`src/hdl/cbm_pkg.sv`:
```
// Shared types, address decode constants and helpers for the cartridge bank mapper.
// No dependencies; used by the top level and by its port checker.
`default_nettype none

package cbm_pkg;

  typedef enum logic {
    OP_WRITE = 1'b0,
    OP_TICK  = 1'b1
  } op_t;

  // Input tdata layout: address, data, cycles from the lowest bit up
  localparam int unsigned IN_TDATA_W  = 32;
  // Output tdata layout: five banks, chr bank, mirroring, irq line, zero fill
  localparam int unsigned OUT_TDATA_W = 48;

  localparam logic [15:0] LATCH_LO   = 16'h8000;
  localparam logic [15:0] LATCH_HI   = 16'hA000;  // exclusive
  localparam logic [15:0] REG_LO     = 16'h4020;
  localparam logic [15:0] REG_HI     = 16'h5FFF;  // inclusive
  localparam int unsigned A_SEL_BIT  = 5;         // must be set
  localparam int unsigned A_MASK_BIT = 6;         // must be clear
  localparam int unsigned A_IRQ_BIT  = 8;         // set: irq enable, clear: bank register
  localparam int unsigned IRQ_BIT    = 12;        // counter bit driving the line

  localparam logic [7:0] BANK_6000   = 8'h07;
  localparam logic [7:0] FIXED_BANK0 = 8'h00;
  localparam logic [7:0] FIXED_BANK1 = 8'h01;
  localparam logic [7:0] FIXED_BANK3 = 8'h03;

  // Program layout modes picked by latch bits 7..6
  localparam logic [1:0] MODE_8K  = 2'b00;
  localparam logic [1:0] MODE_16K = 2'b01;

  typedef struct packed {
    logic [7:0]  latch;
    logic [7:0]  scr_bank;
    logic        irq_en;
    logic [15:0] irq_cnt;
    logic        irq_line;
  } state_t;

  typedef struct packed {
    logic       irq_line;
    logic       mirroring;
    logic [1:0] chr_bank;
    logic [7:0] bank_e000;
    logic [7:0] bank_c000;
    logic [7:0] bank_a000;
    logic [7:0] bank_8000;
    logic [7:0] bank_6000;
  } result_t;

  function automatic logic [7:0] scramble(input logic [7:0] d);
    scramble = {d[7:3], d[0], d[2:1]};
  endfunction

endpackage

`default_nettype wire

```
`src/hdl/cartridge_bank_mapper_with_irq.sv`:
```
// Cartridge bank mapper: bus write decode, bank layout and cycle-counting IRQ.
// Depends on cbm_pkg for constants, the state and result structs and the scramble helper.
//
// Usage:
//   Input channel (in_*): one request per bus write (in_tuser = 0) or cycle tick
//   (in_tuser = 1). in_tdata carries address, data and cycle count.
//   Output channel (out_*): one result per request, showing the mapping after
//   that request: five 8K program banks, chr bank, mirroring and the IRQ line.
//   Latency: a result appears on out_* the cycle after its request is taken.
//   Throughput: one request per cycle unless stalled; the decode, layout select
//   and 16-bit counter add all sit between the input port and the result register.
//   in_tready stays high while the result register is empty or being drained,
//   so a new request is taken in the same cycle the previous result leaves.
//   Stall: while out_tvalid is high and out_tready low, the result holds and
//   in_tready drops; no request is taken until the result is delivered.
//   Reset (rst_n low, synchronous): latch, bank register, IRQ enable, counter
//   and IRQ line clear, and the result register empties.
`default_nettype none

module cartridge_bank_mapper_with_irq (
  input  wire logic                           clk,
  input  wire logic                           rst_n,
  input  wire logic                           in_tvalid,
  output logic                                in_tready,
  // [15:0] address, [23:16] data, [31:24] cycles
  input  wire logic [cbm_pkg::IN_TDATA_W-1:0] in_tdata,
  // [0] operation
  input  wire logic                           in_tuser,
  output logic                                out_tvalid,
  input  wire logic                           out_tready,
  // [7:0] bank_6000, [15:8] bank_8000, [23:16] bank_a000, [31:24] bank_c000,
  // [39:32] bank_e000, [41:40] chr_bank, [42] mirroring, [43] irq_line, rest zero
  output logic [cbm_pkg::OUT_TDATA_W-1:0]     out_tdata
);

  cbm_pkg::state_t  st_r, st_nxt;
  cbm_pkg::result_t res_r, res_nxt;
  logic             vld_r, vld_nxt;

  logic [15:0] addr;
  logic [7:0]  wdata;
  logic [7:0]  cycles;
  logic        accept;
  logic        hit_latch;
  logic        hit_reg;
  logic [15:0] cnt_sum;
  logic [2:0]  pg;
  logic [7:0]  b8, ba, bc, be;

  assign addr   = in_tdata[15:0];
  assign wdata  = in_tdata[23:16];
  assign cycles = in_tdata[31:24];

  assign in_tready = !vld_r || out_tready;
  assign accept    = in_tvalid && in_tready;

  assign hit_latch = (addr >= cbm_pkg::LATCH_LO) && (addr < cbm_pkg::LATCH_HI);
  assign hit_reg   = (addr >= cbm_pkg::REG_LO) && (addr <= cbm_pkg::REG_HI)
                     && addr[cbm_pkg::A_SEL_BIT] && !addr[cbm_pkg::A_MASK_BIT];
  assign cnt_sum   = st_r.irq_cnt + {8'd0, cycles};

  // Next state for the request on the input port
  always_comb begin
    st_nxt = st_r;
    if (accept) begin
      if (cbm_pkg::op_t'(in_tuser) == cbm_pkg::OP_WRITE) begin
        if (hit_latch) begin
          st_nxt.latch = wdata;
        end else if (hit_reg) begin
          if (addr[cbm_pkg::A_IRQ_BIT]) begin
            st_nxt.irq_en = wdata[0];
            if (!wdata[0]) begin
              st_nxt.irq_cnt  = '0;
              st_nxt.irq_line = 1'b0;
            end
          end else begin
            st_nxt.scr_bank = cbm_pkg::scramble(wdata);
          end
        end
      end else if (st_r.irq_en) begin
        st_nxt.irq_cnt  = cnt_sum;
        st_nxt.irq_line = cnt_sum[cbm_pkg::IRQ_BIT];
      end
    end
  end

  // Program layout from the updated latch
  always_comb begin
    pg = {st_nxt.latch[3], st_nxt.latch[7], st_nxt.latch[5]};
    if (st_nxt.latch[3]) begin
      case (st_nxt.latch[7:6])
        cbm_pkg::MODE_8K: begin
          b8 = {4'd0, pg, 1'b0};
          ba = {4'd0, pg, 1'b0};
          bc = {4'd0, pg, 1'b0};
          be = {4'd0, pg, 1'b0};
        end
        cbm_pkg::MODE_16K: begin
          b8 = {4'd0, pg, 1'b0};
          ba = {4'd0, pg, 1'b1};
          bc = {4'd0, pg, 1'b0};
          be = {4'd0, pg, 1'b1};
        end
        default: begin
          b8 = {4'd0, pg[2:1], 2'd0};
          ba = {4'd0, pg[2:1], 2'd1};
          bc = {4'd0, pg[2:1], 2'd2};
          be = {4'd0, pg[2:1], 2'd3};
        end
      endcase
    end else begin
      b8 = cbm_pkg::FIXED_BANK0;
      ba = cbm_pkg::FIXED_BANK1;
      bc = st_nxt.scr_bank;
      be = cbm_pkg::FIXED_BANK3;
    end
  end

  always_comb begin
    res_nxt.bank_6000 = cbm_pkg::BANK_6000;
    res_nxt.bank_8000 = b8;
    res_nxt.bank_a000 = ba;
    res_nxt.bank_c000 = bc;
    res_nxt.bank_e000 = be;
    res_nxt.chr_bank  = st_nxt.latch[2:1];
    res_nxt.mirroring = !st_nxt.latch[2];
    res_nxt.irq_line  = st_nxt.irq_line;
  end

  assign vld_nxt = accept ? 1'b1 : (vld_r && !out_tready);

  always_ff @(posedge clk) begin
    if (!rst_n) begin
      st_r  <= '0;
      vld_r <= 1'b0;
    end else begin
      st_r  <= st_nxt;
      vld_r <= vld_nxt;
    end
  end

  // Result payload loads only with a new request; holds while stalled
  always_ff @(posedge clk) begin
    if (accept) begin
      res_r <= res_nxt;
    end
  end

  assign out_tvalid = vld_r;
  assign out_tdata  = {{(cbm_pkg::OUT_TDATA_W - $bits(cbm_pkg::result_t)){1'b0}}, res_r};

endmodule

`default_nettype wire

```
`config.mk`:
```
export PLATFORM = sky130hd
export DESIGN_NAME = cartridge_bank_mapper_with_irq
export DESIGN_NICKNAME = d
export VERILOG_FILES = /design/src/hdl/cbm_pkg.sv /design/src/hdl/cartridge_bank_mapper_with_irq.sv
export SDC_FILE = /design/constraint.sdc
export NUM_CORES = 1
export LEC_CHECK = 0
export BUFFER_PORTS_ARGS = -buffer_cell sky130_fd_sc_hd__buf_4
export CORE_ASPECT_RATIO = 0.7
export CORE_MARGIN = 3
export CORE_UTILIZATION = 25
export DETAILED_ROUTE_END_ITERATION = 10
export GPL_ROUTABILITY_DRIVEN = 1
export HOLD_SLACK_MARGIN = 0.15
export PLACE_DENSITY = 0.46
export SLEW_MARGIN = 20
export SYNTH_ARGS = -nofsm -noshare
export SYNTH_HDL_FRONTEND = slang
export SYNTH_SLANG_ARGS = --single-unit
```
`constraint.sdc`:
```
create_clock -name clk -period 2.25 [get_ports clk]
set_clock_uncertainty 0.1 [all_clocks]
set_input_delay 0.225 -clock clk [delete_from_list [all_inputs] [get_ports clk]]
set_output_delay 0.225 -clock clk [all_outputs]
set_load 0.02 [all_outputs]
```
==> run metrics <==
clock transition at the registers of the reported paths=0.07 ns; worst slew pin tran=0.563 ns; Pwr Density=611 mW/mm^2; Die Y=90.2 microns; core area=0.00980 sq mm; # IOs=87; via count=2,005; final worst path period need=2.12 ns; initial antenna violation count=0; n_diodes=0; critical path class=reg -> reg; IO Port Bufs=51; Fmax=473 MHz; critical path capture point type=register; number of synthesized flops with an enable pin=18; TNS Setup=0 ns; Hold Vio Cnt, Final=0; worst hold path class=in -> reg; row count=30; critical path fanouts, max=6; status=complete, no violations; clock power share=0.434; Die ar.=0.0114 sq mm; ys async rst share=0; htree depth=2; Util after Layout=0.336; Netlist Area Pre-Place=0.00253 sq mm; fraction of layout cells with a size suffix above 1=0.257; Seq cells post-synth=48; maxcap violations=0; Longest Clk Path Bufs=2; Final Wtd Congestion=0.733; Tot GR Track Use=0.106; initial DRC count=131; WL final=5.99 mm; Num CTS Buffers=5; GR Overflow Total=0; Final setup viols=0; Cell Count, Final, Fillers Out=455; DRC Markers=0; clock sinks=48; TritonCTS clock tree=yes; CP startpoint kind=register; fillers=1,016; first-pass GRT wire length=9.85 mm; largest net degree at the start of global routing=19; Avg WL per Cell=13.2 microns; Final nets=372; Data required, critical path=2.37 ns; fin. max-slew vios=0; Final Power=2.01 mW; P_sw=0.481 mW; leakage=1.36 nW; Synth Area per Inst=9.74 sq um; Initial Utilization=0.258; Ys Warns=0; maximum VDD drop=403 uV; period utilization=0.940; fraction of power spent switching nets=0.239; vias in the first global route=1,872; Initial DRT Pass Iterations=4; Pint=1.53 mW; register area share after synthesis=0.451; RSZ-0062 raised after global routing=true; Detail Placement HPWL=4.43 mm; Comb power frac=0.108; Cells after Synth=260; Cell Count Post-Placement=437; Die X=126 microns; clock root cell=clkbuf_16; Flop pwr share=0.459; area grow syn2layout=30.0%; WP data arrival=2.23 ns; Synth Flop Type=dfxtp_1; Rel. slew slack=0.625; Skew-Pair Late Insertion Delay=0.29 ns; Via density=4.41; synth unique cells=52; Final ANT Viol Nets=0
## critical path, stage by stage, from the launching register on
cell       delay [ns]
dfxtp_1          0.32
ha_1             0.35
a2111oi_0        0.53
a21oi_1          0.15
a31oi_2          0.31
o211ai_1         0.12
a31oi_1          0.16
## synth_stat cells (2+ instances only)
master	instances	area share
buf_4	30	0.089
dfxtp_1	30	0.24
nor2_1	25	0.037
a21oi_1	19	0.038
edfxtp_1	18	0.21
nand2_1	16	0.024
mux2i_1	14	0.055
inv_1	9	0.013
ha_1	8	0.040
nand3_1	8	0.016
nor3_1	6	0.012
o21ai_0	6	0.012
clkbuf_1	5	0.0074
a211oi_1	4	0.012
a21o_1	4	0.012
o21a_1	4	0.012
a31oi_1	3	0.0074
nor2b_1	3	0.0074
nor3b_1	3	0.0089
o211ai_1	3	0.0089
a2111oi_0	2	0.0069
a22oi_1	2	0.0059
a311oi_1	2	0.0069
and3_1	2	0.0049
and3b_1	2	0.0069
conb_1	2	0.0030
nand3b_1	2	0.0059
nand4_1	2	0.0049
o31ai_1	2	0.0059
xnor2_1	2	0.0069
## metal layers
metal | GRT usage | wire length (microns)
met4 | 0.0188 | 27
met2 | 0.140 | 2400
met3 | 0.0255 | 257
met5 | 0 | 0
met1 | 0.173 | 3300
## power groups by stage
stage                     registers (mW)  clock network, mW  logic (mW)
after floorplan                    0.962                  0       0.131
after global placement             0.943                  0       0.203
after detailed placement           0.943                  0       0.205
after CTS                          0.923              0.894       0.218
after global routing               0.924              0.932       0.236
final                              0.923              0.872       0.217
## state kept, by name (all words and copies together), names as in the netlist
| signal | cells |
|---|---|
| out_tvalid | 1 |
| st_r | 29 |
| out_tdata | 18 |
## repair_timing
item,4_1_cts,5_1_grt
gates resized for setup,0,7
hold buffers,9,0
setup buffers,0,1
endpoints found under the setup margin,0,5
endpoints found under the hold margin,12,0
## layout make-up
type	instances	area, sq um	share of cell area
multi-input combinational	189	1220	0.370
sequential	48	1140	0.347
timing repair buffer	72	563	0.171
tap	128	160	0.0486
clock buffer	5	125	0.0380
clock inverter	3	46.3	0.0141
inverter	10	37.5	0.0114
## cells by family after synthesis
| kind of cell | synth area share |
|---|---|
| flops | 0.451 |
| fa+ha+maj | 0.0474 |
| xor+xnor | 0.0104 |
| mux | 0.0652 |
| other cells | 0.00297 |
| compound gates | 0.156 |
| simple gates | 0.155 |
| buf+inv | 0.113 |
## through the flow
stage	worst slack, ns	hold WS [ns]	area (sq um)
6_report	0.135	0.158	3290
5_1_grt	-0.00721	0.180	3290
4_1_cts	0.0272	0.160	3260
3_5_place_dp	0.0296	0.350	3000
3_3_place_gp	0.0497	0.346	3000
2_1_floorplan	0.120	0.269	2620
## final timing paths
check                           startpoint    endpoint  slack, ns  depth (start not counted)
worst max-delay path               st_r[7]    st_r[12]       0.13                          6
worst min-delay path             in_tvalid  out_tvalid       0.16                          3
worst max register to register     st_r[7]    st_r[12]       0.13                          6
worst min register to register     st_r[4]     st_r[4]       0.36                          2
## cells in the final DEF (no fill, tap or decap), drive strengths merged, types with 2 or more instances in the layout
cell,instances
buf,63
dfxtp,30
nor2,25
conb,25
a21oi,19
edfxtp,18
nand2,16
mux2i,15
inv,10
dlygate4sd3,9
nand3,8
ha,8
o21ai,7
nor3,6
clkbuf,5
o21a,4
a21o,4
nor3b,4
a211oi,4
o211ai,3
nor2b,3
and3b,3
a31oi,3
and3,2
nand3b,2
a22oi,2
o31ai,2
nand4,2
a2111oi,2
xnor2,2
and2,2
a311oi,2
No activity file was read; power rests on OpenSTA's default activity.
